## src/hdl/uidf_pkg.sv

```systemverilog
`timescale 1ns / 1ps

package uidf_pkg;

    // Field widths of the request and result channels.
    localparam int ID_W      = 18;   // inverse depth, unsigned Q2.16
    localparam int HESS_W    = 32;   // hessian, unsigned Q24.8
    localparam int GATE_W    = 16;   // chi-square gate, unsigned Q8.8
    localparam int FCNT_W    = 3;    // fused child count
    localparam int CFG_IDX_W = 1;    // configuration register index

    // Derived datapath widths.
    localparam int DEN_W      = HESS_W + 1;            // sum of two hessians
    localparam int D2_W       = 2 * ID_W;              // squared depth difference, Q4.32
    localparam int SQ_W       = ID_W + 1 + ID_W;       // squaring unit product
    localparam int NUM_W      = HESS_W + 1 + ID_W;     // weighted idepth numerator
    localparam int GPROD_W    = DEN_W + 1 + D2_W;      // gate product d^2 * H
    localparam int GATE_SHIFT = 32;                    // aligns Q8.8 gate with Q4.32 * Q24.8

    localparam logic [GATE_W-1:0] GATE_GOOD_RST = 16'd1533;  // 5.99
    localparam logic [GATE_W-1:0] GATE_BAD_RST  = 16'd983;   // 3.84

    localparam logic [FCNT_W-1:0] FCNT_MAX = 3'd7;

    // Configuration register indexes.
    localparam logic [CFG_IDX_W-1:0] CFG_GATE_GOOD = 1'd0;
    localparam logic [CFG_IDX_W-1:0] CFG_GATE_BAD  = 1'd1;

    typedef enum logic [2:0] {
        S_IDLE,
        S_LOAD_A,
        S_RUN_A,
        S_LOAD_B,
        S_RUN_B,
        S_FINISH,
        S_EMIT
    } t_state;

    typedef struct packed {
        logic in_ready;
        logic start_a;
        logic start_b;
        logic finish;
        logic emit;
    } t_ctrl;

endpackage

```

## src/hdl/uidf_req_if.sv

```systemverilog
`timescale 1ns / 1ps

interface uidf_req_if;
    logic                        valid;
    logic                        ready;
    logic [uidf_pkg::ID_W-1:0]   target_idepth;
    logic [uidf_pkg::HESS_W-1:0] target_hessian;
    logic                        target_good;
    logic [uidf_pkg::ID_W-1:0]   child_idepth;
    logic [uidf_pkg::HESS_W-1:0] child_hessian;
    logic                        child_good;
    logic                        last_child;

    modport source (
        output valid, target_idepth, target_hessian, target_good,
               child_idepth, child_hessian, child_good, last_child,
        input  ready
    );

    modport sink (
        input  valid, target_idepth, target_hessian, target_good,
               child_idepth, child_hessian, child_good, last_child,
        output ready
    );
endinterface

```

## src/hdl/uidf_rsp_if.sv

```systemverilog
`timescale 1ns / 1ps

interface uidf_rsp_if;
    logic                        valid;
    logic                        ready;
    logic [uidf_pkg::ID_W-1:0]   out_idepth;
    logic [uidf_pkg::HESS_W-1:0] new_hessian;
    logic                        new_good;
    logic [uidf_pkg::FCNT_W-1:0] fused_count;
    logic                        was_updated;

    modport source (
        output valid, out_idepth, new_hessian, new_good, fused_count, was_updated,
        input  ready
    );

    modport sink (
        input  valid, out_idepth, new_hessian, new_good, fused_count, was_updated,
        output ready
    );
endinterface

```

## src/hdl/uidf_mac_serial.sv

```systemverilog
`timescale 1ns / 1ps

// Bit-serial multiply-accumulate: product = mcand_a * mplr_a + mcand_b * mplr_b.
// One multiplier bit of each pair is consumed per cycle; the low product bits
// shift into the vacated top of the first multiplier register.
module uidf_mac_serial #(
    parameter int MCAND_W = 32,
    parameter int MPLR_W  = 18
) (
    input  logic                      i_clk,
    input  logic                      i_rst_n,
    input  logic                      i_start,
    input  logic [MCAND_W-1:0]        i_mcand_a,
    input  logic [MPLR_W-1:0]         i_mplr_a,
    input  logic [MCAND_W-1:0]        i_mcand_b,
    input  logic [MPLR_W-1:0]         i_mplr_b,
    output logic                      o_busy,
    output logic [MCAND_W+MPLR_W:0]   o_product
);

    localparam int CNT_W = $clog2(MPLR_W + 1);
    localparam logic [CNT_W-1:0] STEPS     = CNT_W'(MPLR_W);
    localparam logic [CNT_W-1:0] LAST_STEP = CNT_W'(1);

    logic               r_busy;
    logic [CNT_W-1:0]   r_count;
    logic [MCAND_W:0]   r_acc;
    logic [MCAND_W-1:0] r_mcand_a;
    logic [MCAND_W-1:0] r_mcand_b;
    logic [MPLR_W-1:0]  r_mplr_a;
    logic [MPLR_W-1:0]  r_mplr_b;

    logic [MCAND_W+1:0] add_a;
    logic [MCAND_W+1:0] add_b;
    logic [MCAND_W+1:0] sum;

    assign add_a = r_mplr_a[0] ? {2'b00, r_mcand_a} : '0;
    assign add_b = r_mplr_b[0] ? {2'b00, r_mcand_b} : '0;
    assign sum   = {1'b0, r_acc} + add_a + add_b;

    always_ff @(posedge i_clk) begin
        if (!i_rst_n) begin
            r_busy  <= 1'b0;
            r_count <= '0;
        end else if (i_start) begin
            r_busy  <= 1'b1;
            r_count <= STEPS;
        end else if (r_busy) begin
            r_count <= r_count - LAST_STEP;
            if (r_count == LAST_STEP) begin
                r_busy <= 1'b0;
            end
        end
    end

    always_ff @(posedge i_clk) begin
        if (i_start) begin
            r_acc     <= '0;
            r_mcand_a <= i_mcand_a;
            r_mcand_b <= i_mcand_b;
            r_mplr_a  <= i_mplr_a;
            r_mplr_b  <= i_mplr_b;
        end else if (r_busy) begin
            r_acc    <= sum[MCAND_W+1:1];
            r_mplr_a <= {sum[0], r_mplr_a[MPLR_W-1:1]};
            r_mplr_b <= {1'b0, r_mplr_b[MPLR_W-1:1]};
        end
    end

    assign o_busy    = r_busy;
    assign o_product = {r_acc, r_mplr_a};

endmodule

```

## src/hdl/uidf_div_serial.sv

```systemverilog
`timescale 1ns / 1ps

// Restoring divider, one quotient bit per cycle. The caller guarantees
// num < den * 2^QUO_W, so the quotient fits QUO_W bits and the upper part of
// the dividend is already a valid partial remainder.
module uidf_div_serial #(
    parameter int DEN_W = 33,
    parameter int QUO_W = 18
) (
    input  logic                    i_clk,
    input  logic                    i_rst_n,
    input  logic                    i_start,
    input  logic [DEN_W+QUO_W-1:0]  i_num,
    input  logic [DEN_W-1:0]        i_den,
    output logic                    o_busy,
    output logic [QUO_W-1:0]        o_quo
);

    localparam int CNT_W = $clog2(QUO_W + 1);
    localparam logic [CNT_W-1:0] STEPS     = CNT_W'(QUO_W);
    localparam logic [CNT_W-1:0] LAST_STEP = CNT_W'(1);

    logic               r_busy;
    logic [CNT_W-1:0]   r_count;
    logic [DEN_W-1:0]   r_rem;
    logic [DEN_W-1:0]   r_den;
    logic [QUO_W-1:0]   r_shift;

    logic [DEN_W:0]     trial;
    logic [DEN_W:0]     diff;
    logic               fits;

    assign trial = {r_rem, r_shift[QUO_W-1]};
    assign diff  = trial - {1'b0, r_den};
    assign fits  = trial >= {1'b0, r_den};

    always_ff @(posedge i_clk) begin
        if (!i_rst_n) begin
            r_busy  <= 1'b0;
            r_count <= '0;
        end else if (i_start) begin
            r_busy  <= 1'b1;
            r_count <= STEPS;
        end else if (r_busy) begin
            r_count <= r_count - LAST_STEP;
            if (r_count == LAST_STEP) begin
                r_busy <= 1'b0;
            end
        end
    end

    always_ff @(posedge i_clk) begin
        if (i_start) begin
            r_rem   <= i_num[DEN_W+QUO_W-1:QUO_W];
            r_shift <= i_num[QUO_W-1:0];
            r_den   <= i_den;
        end else if (r_busy) begin
            r_rem   <= fits ? diff[DEN_W-1:0] : trial[DEN_W-1:0];
            r_shift <= {r_shift[QUO_W-2:0], fits};
        end
    end

    assign o_busy = r_busy;
    assign o_quo  = r_shift;

endmodule

```

## src/hdl/upward_inverse_depth_fusion_unit.sv

```systemverilog
// Channel   Direction  Port    Payload
// request   in         i_req   target idepth/hessian/good, child idepth/hessian/good, last
// result    out        o_rsp   new idepth/hessian/good, fused count, updated flag
// config    in         i_cfg_* write enable, register index, 16-bit gate value
//
// A request whose child is tested against the gate goes, after acceptance, through a load
// step, the serial squaring and numerator products, a second load step, the bit-serial gate
// product d^2 * H (the divider runs alongside it) and a finish step before the next ready.
// A request with a skipped child goes straight to the finish step. One that closes its group
// adds an emit step to load the result register, and waits there while it is still full.
// Reset is synchronous and active low; it clears the sequencer, group bookkeeping, the
// result valid flag and restores both gates to their defaults.
`timescale 1ns / 1ps

module upward_inverse_depth_fusion_unit #(
    parameter int MAX_CHILDREN = 4
) (
    input  logic                             i_clk,
    input  logic                             i_rst_n,
    uidf_req_if.sink                         i_req,
    uidf_rsp_if.source                       o_rsp,
    input  logic                             i_cfg_we,
    input  logic [uidf_pkg::CFG_IDX_W-1:0]   i_cfg_idx,
    input  logic [uidf_pkg::GATE_W-1:0]      i_cfg_wdata
);

    localparam int ID_W    = uidf_pkg::ID_W;
    localparam int HESS_W  = uidf_pkg::HESS_W;
    localparam int DEN_W   = uidf_pkg::DEN_W;
    localparam int D2_W    = uidf_pkg::D2_W;
    localparam int SQ_W    = uidf_pkg::SQ_W;
    localparam int NUM_W   = uidf_pkg::NUM_W;
    localparam int GPROD_W = uidf_pkg::GPROD_W;
    localparam int FCNT_W  = uidf_pkg::FCNT_W;

    // The seen-children counter must be able to hold MAX_CHILDREN itself.
    localparam int SEEN_W = $clog2(MAX_CHILDREN + 1);
    localparam logic [SEEN_W-1:0] SEEN_MAX = SEEN_W'(MAX_CHILDREN);

    // Configuration registers.
    logic [uidf_pkg::GATE_W-1:0] r_gate_good;
    logic [uidf_pkg::GATE_W-1:0] r_gate_bad;

    // Sequencer and group bookkeeping.
    uidf_pkg::t_state r_state;
    uidf_pkg::t_state n_state;
    uidf_pkg::t_ctrl  ctrl;
    logic               r_group_open;
    logic [SEEN_W-1:0]  r_child_seen;
    logic [FCNT_W-1:0]  r_accept_count;
    logic               r_sticky;

    // Latched request fields.
    logic               r_try;
    logic               r_last;
    logic [ID_W-1:0]    r_ti;
    logic [HESS_W-1:0]  r_th;
    logic               r_tg;
    logic [ID_W-1:0]    r_ci;
    logic [HESS_W-1:0]  r_ch;

    // Running fusion state.
    logic [ID_W-1:0]    r_run_idepth;
    logic [HESS_W-1:0]  r_run_hessian;

    // Result register.
    logic               r_out_valid;
    logic [ID_W-1:0]    r_out_idepth;
    logic [HESS_W-1:0]  r_new_hessian;
    logic               r_new_good;
    logic [FCNT_W-1:0]  r_fused_count;
    logic               r_was_updated;

    // Datapath wires.
    logic               req_fire;
    logic [SEEN_W-1:0]  seen_base;
    logic               child_room;
    logic               req_try;
    logic               out_space;
    logic               load_out;
    logic [ID_W-1:0]    depth_diff;
    logic [SQ_W-1:0]    sq_prod;
    logic [D2_W-1:0]    d2;
    logic [NUM_W-1:0]   num_prod;
    logic [GPROD_W-1:0] gate_prod;
    logic [GPROD_W-1:0] gate_lim;
    logic [uidf_pkg::GATE_W-1:0] gate_sel;
    logic [DEN_W-1:0]   gate_hess;
    logic [DEN_W-1:0]   den;
    logic               den_zero;
    logic [NUM_W-1:0]   div_num;
    logic [ID_W-1:0]    div_quo;
    logic [HESS_W-1:0]  hess_sat;
    logic               fuse_pass;
    logic               fused;
    logic               sq_busy;
    logic               num_busy;
    logic               gate_busy;
    logic               div_busy;

    // ------------------------------------------------------------------
    // Request acceptance. The first request of a group seeds the running
    // values; only the first MAX_CHILDREN children of a group are tested.
    // ------------------------------------------------------------------
    assign req_fire   = i_req.valid && ctrl.in_ready;
    assign seen_base  = r_group_open ? r_child_seen : '0;
    assign child_room = seen_base < SEEN_MAX;
    assign req_try    = child_room && i_req.child_good;
    assign i_req.ready = ctrl.in_ready;

    assign out_space = !r_out_valid || o_rsp.ready;
    assign load_out  = ctrl.emit && out_space;

    // ------------------------------------------------------------------
    // Arithmetic. The depth difference is squared serially while the
    // weighted numerator run_idepth*run_hessian + ci*ch is formed. Then the
    // gate product d^2 * H is formed serially while the divider rounds
    // (num + den/2) / den.
    // ------------------------------------------------------------------
    assign depth_diff = (r_ti >= r_ci) ? (r_ti - r_ci) : (r_ci - r_ti);
    assign d2         = sq_prod[D2_W-1:0];

    assign gate_hess = r_tg ? ({1'b0, r_th} + {1'b0, r_ch}) : {1'b0, r_ch};
    assign gate_sel  = r_tg ? r_gate_good : r_gate_bad;
    assign gate_lim  = GPROD_W'(gate_sel) << uidf_pkg::GATE_SHIFT;

    assign den      = {1'b0, r_run_hessian} + {1'b0, r_ch};
    assign den_zero = (den == '0);
    assign div_num  = num_prod + NUM_W'(den[DEN_W-1:1]);
    assign hess_sat = den[DEN_W-1] ? '1 : den[HESS_W-1:0];

    // A zero gate gives a zero limit, so the strict compare rejects everything.
    assign fuse_pass = r_try && (gate_prod < gate_lim);
    assign fused     = !r_sticky && (r_accept_count != '0);

    uidf_mac_serial #(
        .MCAND_W (ID_W),
        .MPLR_W  (ID_W)
    ) u_sq (
        .i_clk     (i_clk),
        .i_rst_n   (i_rst_n),
        .i_start   (ctrl.start_a),
        .i_mcand_a (depth_diff),
        .i_mplr_a  (depth_diff),
        .i_mcand_b ('0),
        .i_mplr_b  ('0),
        .o_busy    (sq_busy),
        .o_product (sq_prod)
    );

    uidf_mac_serial #(
        .MCAND_W (HESS_W),
        .MPLR_W  (ID_W)
    ) u_num (
        .i_clk     (i_clk),
        .i_rst_n   (i_rst_n),
        .i_start   (ctrl.start_a),
        .i_mcand_a (r_run_hessian),
        .i_mplr_a  (r_run_idepth),
        .i_mcand_b (r_ch),
        .i_mplr_b  (r_ci),
        .o_busy    (num_busy),
        .o_product (num_prod)
    );

    uidf_mac_serial #(
        .MCAND_W (DEN_W),
        .MPLR_W  (D2_W)
    ) u_gate (
        .i_clk     (i_clk),
        .i_rst_n   (i_rst_n),
        .i_start   (ctrl.start_b),
        .i_mcand_a (gate_hess),
        .i_mplr_a  (d2),
        .i_mcand_b ('0),
        .i_mplr_b  ('0),
        .o_busy    (gate_busy),
        .o_product (gate_prod)
    );

    // The weighted mean never exceeds the larger input idepth, so the
    // rounded quotient always fits the idepth width.
    uidf_div_serial #(
        .DEN_W (DEN_W),
        .QUO_W (ID_W)
    ) u_div (
        .i_clk   (i_clk),
        .i_rst_n (i_rst_n),
        .i_start (ctrl.start_b && !den_zero),
        .i_num   (div_num),
        .i_den   (den),
        .o_busy  (div_busy),
        .o_quo   (div_quo)
    );

    // ------------------------------------------------------------------
    // Sequencer.
    // ------------------------------------------------------------------
    always_comb begin
        n_state = r_state;
        unique case (r_state)
            uidf_pkg::S_IDLE: begin
                if (i_req.valid) begin
                    n_state = req_try ? uidf_pkg::S_LOAD_A : uidf_pkg::S_FINISH;
                end
            end
            uidf_pkg::S_LOAD_A: begin
                n_state = uidf_pkg::S_RUN_A;
            end
            uidf_pkg::S_RUN_A: begin
                if (!sq_busy && !num_busy) begin
                    n_state = uidf_pkg::S_LOAD_B;
                end
            end
            uidf_pkg::S_LOAD_B: begin
                n_state = uidf_pkg::S_RUN_B;
            end
            uidf_pkg::S_RUN_B: begin
                if (!gate_busy && !div_busy) begin
                    n_state = uidf_pkg::S_FINISH;
                end
            end
            uidf_pkg::S_FINISH: begin
                n_state = r_last ? uidf_pkg::S_EMIT : uidf_pkg::S_IDLE;
            end
            uidf_pkg::S_EMIT: begin
                if (out_space) begin
                    n_state = uidf_pkg::S_IDLE;
                end
            end
            default: begin
                n_state = uidf_pkg::S_IDLE;
            end
        endcase
    end

    always_comb begin
        ctrl = '0;
        unique case (r_state)
            uidf_pkg::S_IDLE:   ctrl.in_ready = 1'b1;
            uidf_pkg::S_LOAD_A: ctrl.start_a  = 1'b1;
            uidf_pkg::S_LOAD_B: ctrl.start_b  = 1'b1;
            uidf_pkg::S_FINISH: ctrl.finish   = 1'b1;
            uidf_pkg::S_EMIT:   ctrl.emit     = 1'b1;
            default:            ctrl          = '0;
        endcase
    end

    // ------------------------------------------------------------------
    // Control state.
    // ------------------------------------------------------------------
    always_ff @(posedge i_clk) begin
        if (!i_rst_n) begin
            r_state        <= uidf_pkg::S_IDLE;
            r_gate_good    <= uidf_pkg::GATE_GOOD_RST;
            r_gate_bad     <= uidf_pkg::GATE_BAD_RST;
            r_group_open   <= 1'b0;
            r_child_seen   <= '0;
            r_accept_count <= '0;
            r_sticky       <= 1'b0;
            r_out_valid    <= 1'b0;
        end else begin
            r_state <= n_state;

            if (i_cfg_we) begin
                unique case (i_cfg_idx)
                    uidf_pkg::CFG_GATE_GOOD: r_gate_good <= i_cfg_wdata;
                    uidf_pkg::CFG_GATE_BAD:  r_gate_bad  <= i_cfg_wdata;
                    default:                 r_gate_bad  <= r_gate_bad;
                endcase
            end

            if (req_fire) begin
                r_group_open <= 1'b1;
                r_child_seen <= seen_base + SEEN_W'(child_room);
                if (!r_group_open) begin
                    r_accept_count <= '0;
                    r_sticky       <= 1'b0;
                end
            end

            // A passing child with a zero denominator poisons the group.
            if (ctrl.finish && fuse_pass) begin
                if (den_zero) begin
                    r_sticky <= 1'b1;
                end
                if (r_accept_count != uidf_pkg::FCNT_MAX) begin
                    r_accept_count <= r_accept_count + FCNT_W'(1);
                end
            end

            if (load_out) begin
                r_group_open <= 1'b0;
                r_out_valid  <= 1'b1;
            end else if (o_rsp.ready) begin
                r_out_valid  <= 1'b0;
            end
        end
    end

    // ------------------------------------------------------------------
    // Datapath registers.
    // ------------------------------------------------------------------
    always_ff @(posedge i_clk) begin
        if (req_fire) begin
            r_ti   <= i_req.target_idepth;
            r_th   <= i_req.target_hessian;
            r_tg   <= i_req.target_good;
            r_ci   <= i_req.child_idepth;
            r_ch   <= i_req.child_hessian;
            r_try  <= req_try;
            r_last <= i_req.last_child;
            if (!r_group_open) begin
                r_run_idepth  <= i_req.target_good ? i_req.target_idepth  : '0;
                r_run_hessian <= i_req.target_good ? i_req.target_hessian : '0;
            end
        end

        // The hessian accumulates even once the group is poisoned; the
        // idepth only moves while the group is still clean.
        if (ctrl.finish && fuse_pass) begin
            r_run_hessian <= hess_sat;
            if (!den_zero && !r_sticky) begin
                r_run_idepth <= div_quo;
            end
        end

        if (load_out) begin
            r_fused_count <= r_accept_count;
            r_out_idepth  <= fused ? r_run_idepth : r_ti;
            r_was_updated <= fused;
            if (fused) begin
                r_new_hessian <= r_run_hessian;
                r_new_good    <= 1'b1;
            end else begin
                r_new_hessian <= r_tg ? r_th : '0;
                r_new_good    <= r_tg;
            end
        end
    end

    assign o_rsp.valid       = r_out_valid;
    assign o_rsp.out_idepth  = r_out_idepth;
    assign o_rsp.new_hessian = r_new_hessian;
    assign o_rsp.new_good    = r_new_good;
    assign o_rsp.fused_count = r_fused_count;
    assign o_rsp.was_updated = r_was_updated;

    // ------------------------------------------------------------------
    // Assertions.
    // ------------------------------------------------------------------
    a_units_idle: assert property (@(posedge i_clk) disable iff (!i_rst_n)
        (r_state == uidf_pkg::S_IDLE) |-> (!sq_busy && !num_busy && !gate_busy && !div_busy))
        else $error("arithmetic unit still busy while waiting for a request");

    a_sticky_set: assert property (@(posedge i_clk) disable iff (!i_rst_n)
        (ctrl.finish && fuse_pass && den_zero) |=> r_sticky)
        else $error("zero denominator did not mark the group invalid");

    a_count_bound: assert property (@(posedge i_clk) disable iff (!i_rst_n)
        (32'(r_accept_count) <= 32'(r_child_seen)))
        else $error("more children fused than were seen");

    a_result_source: assert property (@(posedge i_clk) disable iff (!i_rst_n)
        $rose(r_out_valid) |-> ($past(r_state) == uidf_pkg::S_EMIT))
        else $error("result loaded outside of the emit step");

endmodule
```

## src/flat_wrapper.sv

```systemverilog
// flat-port wrapper written by rule: the top's interface ports become plain ports
module upward_inverse_depth_fusion_unit_flat 
#(
    parameter int MAX_CHILDREN = 4
)
  (i_clk, i_rst_n, i_cfg_we, i_cfg_idx, i_cfg_wdata, i_req_valid, i_req_target_idepth, i_req_target_hessian, i_req_target_good, i_req_child_idepth, i_req_child_hessian, i_req_child_good, i_req_last_child, i_req_ready, o_rsp_valid, o_rsp_out_idepth, o_rsp_new_hessian, o_rsp_new_good, o_rsp_fused_count, o_rsp_was_updated, o_rsp_ready);
  uidf_req_if i_req_i ();
  uidf_rsp_if o_rsp_i ();
  input  logic i_clk;
  input  logic i_rst_n;
  input  logic i_cfg_we;
  input  logic [uidf_pkg::CFG_IDX_W-1:0] i_cfg_idx;
  input  logic [uidf_pkg::GATE_W-1:0] i_cfg_wdata;
  input wire logic [$bits(i_req_i.valid)-1:0] i_req_valid;
  input wire logic [$bits(i_req_i.target_idepth)-1:0] i_req_target_idepth;
  input wire logic [$bits(i_req_i.target_hessian)-1:0] i_req_target_hessian;
  input wire logic [$bits(i_req_i.target_good)-1:0] i_req_target_good;
  input wire logic [$bits(i_req_i.child_idepth)-1:0] i_req_child_idepth;
  input wire logic [$bits(i_req_i.child_hessian)-1:0] i_req_child_hessian;
  input wire logic [$bits(i_req_i.child_good)-1:0] i_req_child_good;
  input wire logic [$bits(i_req_i.last_child)-1:0] i_req_last_child;
  output wire logic [$bits(i_req_i.ready)-1:0] i_req_ready;
  output wire logic [$bits(o_rsp_i.valid)-1:0] o_rsp_valid;
  output wire logic [$bits(o_rsp_i.out_idepth)-1:0] o_rsp_out_idepth;
  output wire logic [$bits(o_rsp_i.new_hessian)-1:0] o_rsp_new_hessian;
  output wire logic [$bits(o_rsp_i.new_good)-1:0] o_rsp_new_good;
  output wire logic [$bits(o_rsp_i.fused_count)-1:0] o_rsp_fused_count;
  output wire logic [$bits(o_rsp_i.was_updated)-1:0] o_rsp_was_updated;
  input wire logic [$bits(o_rsp_i.ready)-1:0] o_rsp_ready;
  assign i_req_i.valid = i_req_valid;
  assign i_req_i.target_idepth = i_req_target_idepth;
  assign i_req_i.target_hessian = i_req_target_hessian;
  assign i_req_i.target_good = i_req_target_good;
  assign i_req_i.child_idepth = i_req_child_idepth;
  assign i_req_i.child_hessian = i_req_child_hessian;
  assign i_req_i.child_good = i_req_child_good;
  assign i_req_i.last_child = i_req_last_child;
  assign i_req_ready = i_req_i.ready;
  assign o_rsp_valid = o_rsp_i.valid;
  assign o_rsp_out_idepth = o_rsp_i.out_idepth;
  assign o_rsp_new_hessian = o_rsp_i.new_hessian;
  assign o_rsp_new_good = o_rsp_i.new_good;
  assign o_rsp_fused_count = o_rsp_i.fused_count;
  assign o_rsp_was_updated = o_rsp_i.was_updated;
  assign o_rsp_i.ready = o_rsp_ready;
  upward_inverse_depth_fusion_unit #(.MAX_CHILDREN(MAX_CHILDREN)) u_core (.i_clk(i_clk), .i_rst_n(i_rst_n), .i_req(i_req_i), .o_rsp(o_rsp_i), .i_cfg_we(i_cfg_we), .i_cfg_idx(i_cfg_idx), .i_cfg_wdata(i_cfg_wdata));
endmodule
```

## config.mk

```make
export PLATFORM = sky130hd
export DESIGN_NAME = upward_inverse_depth_fusion_unit_flat
export DESIGN_NICKNAME = d
export VERILOG_FILES = /design/src/hdl/uidf_pkg.sv /design/src/hdl/uidf_req_if.sv /design/src/hdl/uidf_rsp_if.sv /design/src/hdl/uidf_mac_serial.sv /design/src/hdl/uidf_div_serial.sv /design/src/hdl/upward_inverse_depth_fusion_unit.sv /design/src/flat_wrapper.sv
export SDC_FILE = /design/constraint.sdc
export NUM_CORES = 2
export LEC_CHECK = 0
export BUFFER_PORTS_ARGS = -buffer_cell sky130_fd_sc_hd__buf_2
export CORE_MARGIN = 2
export CORE_UTILIZATION = 50
export CTS_CLUSTER_DIAMETER = 40
export DETAILED_ROUTE_END_ITERATION = 8
export PLACE_DENSITY = 0.67
export SETUP_SLACK_MARGIN = 0.02
export SYNTH_ARGS = -nofsm -noshare
export SYNTH_HDL_FRONTEND = slang
export SYNTH_SLANG_ARGS = --single-unit
```

## constraint.sdc

```tcl
create_clock -name i_clk -period 6 [get_ports i_clk]
set_clock_uncertainty 0.15 [all_clocks]
set_input_delay 0.6 -clock i_clk [delete_from_list [all_inputs] [get_ports i_clk]]
set_output_delay 0.6 -clock i_clk [all_outputs]
set_load 0.02 [all_outputs]
```

# Word-level counts from Yosys, hierarchy flattened
# Cells that the tools add are included.
[totals]
input_bits = 125
register_bits = 652
output_inout_bits = 57
elab_cells = 198
[op_classes]
n_reduce_logical = 35
addsub = 16
n_eq_ne = 16
muxes = 76
bitwise_logic = 2
n_lt_le_gt_ge = 4
[ops]
columns = ["op", "count"]
rows = [
  ["$mux 32", 10],
  ["$mux 18", 16],
  ["$mux 33", 4],
  ["$mux 36", 2],
  ["$lt 70x48->1", 1],
  ["$add 32x32->33", 2],
  ["$add 51x32->51", 1],
  ["$sub 18x18->18", 2],
  ["$add 34x35->35", 1],
  ["$add 33x34->34", 1],
  ["$add 34x32->34", 1],
  ["$ge 34x33->1", 1],
  ["$logic_not 33->1", 1],
  ["$mux 3", 11],
  ["$sub 33x33->33", 1],
  ["$mux 5", 6],
  ["$mux 1", 23],
  ["$pmux 3 s7", 1],
  ["$add 19x20->20", 1],
  ["$ge 18x18->1", 1],
  ["$mux 16", 1],
  ["$eq 5x1->1 const B", 3],
  ["$sub 5x1->5 const B", 3],
  ["$mux 6", 2],
  ["21 further kinds", 53],
]

# Logic depth before layout (Yosys ltp)
[depth]
depth_word = 6
mapped_depth = 24
depth_no_buf = 23

# By module
# From an unflattened synthesis, not the netlist that was laid out.
[unflattened]
hier_cells = 4253
area_unflattened_um2 = 45526.2
[modules_own_cells]
columns = ["mod", "cells_each", "n_inst", "area_each_um2"]
rows = [
  ["upward_inverse_depth_fusion_unit", 1955, 1, 17835.9],
  ["uidf_mac_serial (u_core.u_gate)", 714, 1, 9296.4],
  ["uidf_mac_serial (u_core.u_num)", 636, 1, 7658.6],
  ["uidf_div_serial", 573, 1, 5775.5],
  ["uidf_mac_serial (u_core.u_sq)", 375, 1, 4959.8],
]

# Worst setup path before layout
# Ideal clock, no wire load.
[synth_path]
path_kind = "input to register"
from = "in o_rsp_ready"
to = "reg u_core.r_fused_count[0], in the netlist u_core.o_rsp.fused_count[0], enable pin"
required_ns = 5.312
path_buffers = 0
slack_ns = 0.815
arrival_ns = 4.496
setup_time_ns = 0.538
cell_stages = 2
path_cell_list = "nor2b_1 -> nor3_1"
[synth_between]
elab_chain_cells = 2
[synth_lines]
columns = ["item", "line", "source"]
rows = [
  ["start: declaration", "flat_wrapper.sv:29", "input wire logic [$bits(o_rsp_i.ready)-1:0] o_rsp_ready;"],
  ["$logic_or 1x1->1", "upward_inverse_depth_fusion_unit.sv:111", "assign out_space = !r_out_valid || o_rsp.ready;"],
  ["$logic_and 1x1->1", "upward_inverse_depth_fusion_unit.sv:112", "assign load_out = ctrl.emit && out_space;"],
  ["named net u_core.load_out", "upward_inverse_depth_fusion_unit.sv:80", "logic load_out;"],
  ["end signal: assignment", "upward_inverse_depth_fusion_unit.sv:329", "r_fused_count <= r_accept_count;"],
  ["end: declaration", "upward_inverse_depth_fusion_unit.sv:71", "logic [FCNT_W-1:0] r_fused_count;"],
]
# The timed path passes the listed nets, and every way through them passes these cells.
# A chain may end at the register's enable or synchronous reset.

# Final worst setup path
[layout_path]
from = "reg u_core.r_ch[0]"
to = "reg u_core.u_div.r_rem[27] (data pin)"
[layout_between]
elab_chain_cells = 5
word_cells_on_any_way = 6
cone_classes = "2 x add/sub; 1 x mux; 3 x reduce/logical"
[layout_lines]
columns = ["item", "line", "source"]
rows = [
  ["start: declaration", "upward_inverse_depth_fusion_unit.sv:60", "logic [HESS_W-1:0] r_ch;"],
  ["start signal: assignment", "upward_inverse_depth_fusion_unit.sv:310", "r_ch <= i_req.child_hessian;"],
  ["$add 32x32->33 (*)", "upward_inverse_depth_fusion_unit.sv:127", "assign den = {1'b0, r_run_hessian} + {1'b0, r_ch};"],
  ["named net u_core.den[22]", "upward_inverse_depth_fusion_unit.sv:89", "logic [DEN_W-1:0] den;"],
  ["parallel branches: the longest is 3 deep, another holds $add 51x32->51", "n/a", ""],
  ["$mux 33 (*)", "uidf_div_serial.sv:53", "if (i_start) begin"],
  ["end signal: assignment", "uidf_div_serial.sv:54", "r_rem <= i_num[DEN_W+QUO_W-1:QUO_W];"],
  ["end signal: assignment", "uidf_div_serial.sv:58", "r_rem <= fits ? diff[DEN_W-1:0] : trial[DEN_W-1:0];"],
  ["end: declaration", "uidf_div_serial.sv:25", "logic [DEN_W-1:0] r_rem;"],
]
# Mark *: on every way through the listed nets, which the timed path passes.

==> out/qor.txt <==
Status = finished clean
Simple-gate area share of the yosys netlist = 15.7%
Int Power = 0.0157 W
Reg2reg path depth = 22
Most common cell after layout, fill and taps aside = nand2_1
Slew Viols, Final = 0
GR Util All Layers = 28.8%
Die span in y = 285 um
Synth Register Bits = 652
DP Wirelength = 87.4 mm
# Max-Cap Violations = 0
Mux cell area share after synthesis = 5.33%
RSZ-0062 raised after global routing = true
Worst Setup Start Kind = register
DR WL/cell = 22.0 um
Num Clock Sinks = 652
Slowest cell on the critical path = edfxtp_1
Setup TNS = 0 ps
Largest fanout on the critical path = 9
Fraction of layout cells with a size suffix above 1 = 12.8%
Nets = 4691
Ports = 182
Sequential share of the synthesized area = 45.3%
Reg power frac = 28.2%
Synth Instances = 3967
Critical path depth = 22
DRC viols = 0
CTS tree = done
Gate power share = 49.7%
Post-synth EDFFs = 479
Layout Cells excl Fill = 5382
Synth Area in XOR/XNOR = 4.80%
Cells after DPL = 5094
Tightest Hold Check Type = primary input to register
CTS Buf Count = 106
Max stage delay on crit path = 410 ps
CP endpoint kind = register
Total die area = 81100 um^2
Most frequent CP cell = o21ai_0
Worst-path clk slew = 60 ps
Final setup fails = 0
H-tree lvl count = 3
Starting DRT DRC Count = 3135
Pre-antenna DRT Iters = 5
Clock Latency Late Sink = 680 ps
Synth warn = 0
Asr flop ratio synth = 0%
WL final = 119 mm
Sw Pwr = 0.0118 W
Post-Synthesis Net Count = 4409
Area delta synth->final = 16.9%
Post-route ant nets = 0
First-pass GRT wire length = 180 mm
Final Hold Viols = 0
Hold path depth = 1
Largest net degree at the start of global routing = 66
Largest family of logic cells by synthesized area = simple AND/OR/NAND/NOR gates
Crit path buffers/inverters = 1
Worst slew pin tran = 1190 ps
Main synth FF type = edfxtp_1
Static Leakage = 18.8 nW
CTS Buffer Depth = 3
Maximum clock rate = 176 MHz
Post-layout min period = 5700 ps
Critical Path RT = 6220 ps
Rows = 102
Syn avg cell area = 9.93 um^2
Core Area = 77700 um^2
Initial antenna violation count = 5
Switching Share = 42.8%
Slew Limit Headroom = 20.4%
Cells along the critical path = ha_1, inv_1, fa_1, nand2b_1, a21oi_2, o211ai_2, o21a_1, o21ai_0, o21ai_0, nand2b_1, xor2_1, ha_1, and4_1, a21oi_1, o21ai_0, a31o_2, a211o_1, a41oi_2, o21a_4, nor4_1, xnor2_1, mux2i_1
Clock root cell = clkbuf_16
Initial Util = 50.7%
Power share of the clock group = 22.1%
Final Wtd Congestion = 0.963
Vias = 31479
Number of global-route vias before repair = 30027
Arrival time of the worst setup path = 5910 ps
Final core utilization = 59.3%
CP delay by family, top = compound AO/OA/AOI/OAI gates
Synth cell types = 85
Power Density = 597 nW/um^2
Total congestion overflow = 0
Vias per std cell = 5.85
Total Power = 0.0275 W
Synth Area in Compound Gates = 14.7%
Hold WS = 24.4 ps
Port buffer count = 181
Die W = 285 um
Most frequent cells in the layout = nand2_1, edfxtp_1, ha_1
CP Class = register to register
Synthesized area = 39400 um^2
Final worst path period share = 94.9%
Synth Area in Adders = 10.8%
Worst vdd ir = 363 uV
-- routing by layer --
metal / part of all wire [%] / track usage [%]
met4: 3.3 / 9.59
met1: 44 / 40.6
met2: 44 / 44.4
met3: 8.7 / 5.74
met5: 0.011 / 0
-- kinds of logic after synthesis --
| kind of cell | count (synthesis) |
|---|---|
| and+or+nand+nor | 1322 |
| AOI/OAI and AO/OA | 920 |
| DFF | 652 |
| buffers and inverters | 339 |
| adders and majority gates | 317 |
| xor gates and xnor gates | 216 |
| muxes | 201 |
-- through the flow --
stage / cell area (um^2) / worst slack (ps)
global placement: 41500 / 352
floorplan: 39400 / 815
finish: 46100 / 304
CTS: 46000 / 64.7
global route: 46100 / 23.4
detailed placement: 41500 / 120
-- worst reg2reg max path, cell delays in order, from the launching register on --
cell	delay, ps
edfxtp_1	410
ha_1	230
inv_1	60
fa_1	390
nand2b_1	200
a21oi_2	250
o211ai_2	220
o21a_1	270
o21ai_0	280
o21ai_0	140
nand2b_1	120
xor2_1	310
ha_1	360
and4_1	280
a21oi_1	150
o21ai_0	130
a31o_2	240
a211o_1	300
a41oi_2	310
o21a_4	270
nor4_1	80
xnor2_1	150
mux2i_1	90
-- registers in the layout, summed over array words and instances, names as in the netlist, 33 cells and up --
name	cells
u_core.u_div.r_den	33
u_core.u_gate.r_acc	34
u_core.u_gate.r_mcand_a	33
u_core.u_gate.r_mplr_a	36
u_core.u_div.r_rem	33
u_core.u_num.r_acc	33
-- layout make-up --
class                   instances  area, um^2
well taps                    1040        1300
inverters                     178         677
fillers                      6547       31700
multi-input cells            2976       20400
clock inverters                79         787
clock buffers                 121        2790
flip-flops and latches        652       17800
repair buffers                335        2280
diodes                          1        2.50
-- repair_timing --
item	CTS	global route
endpoints found under the setup margin	0	21
gates resized for setup	0	12
buffers inserted	0	0
hold buffers	87	0
hold endpoints to repair	90	0
-- Yosys cell counts, drive strengths merged, types with 62 or more instances --
library cell / number / area [um^2]
ha: 276 / 3450
nor2: 260 / 976
a21o: 103 / 773
inv: 177 / 664
edfxtp: 479 / 14400
nand2: 563 / 2110
and2: 129 / 807
nor3: 68 / 340
xnor2: 154 / 1350
xor2: 62 / 543
clkbuf: 135 / 507
dfxtp: 173 / 3460
a21oi: 266 / 1330
o21ai: 231 / 1160
mux2: 71 / 800
mux2i: 130 / 1300
-- power groups by stage --
| stage | registers, W | clock network, W | logic, W |
|---|---|---|---|
| floorplan | 0.00736 | 0 | 0.00941 |
| global placement | 0.00779 | 0 | 0.0131 |
| detailed placement | 0.00781 | 0 | 0.0132 |
| CTS | 0.00774 | 0.00618 | 0.0134 |
| global route | 0.00787 | 0.00637 | 0.0149 |
| finish | 0.00776 | 0.00609 | 0.0137 |
-- worst paths after layout --
path / to / slack [ps] / startpoint
worst max-delay path: u_core.u_div.r_rem[27]$_DFFE_PP_ / 300 / u_core.r_ch[0]$_DFFE_PP_
worst min-delay path: u_core.r_th[25]$_DFFE_PP_ / 20 / i_req_target_hessian[25]
worst max register to register: u_core.u_div.r_rem[27]$_DFFE_PP_ / 300 / u_core.r_ch[0]$_DFFE_PP_
worst min register to register: u_core.u_sq.r_acc[18]$_SDFFE_PP0P_ / 290 / u_core.u_sq.r_acc[18]$_SDFFE_PP0P_
Note: power is estimated with default switching activity, not from simulation.
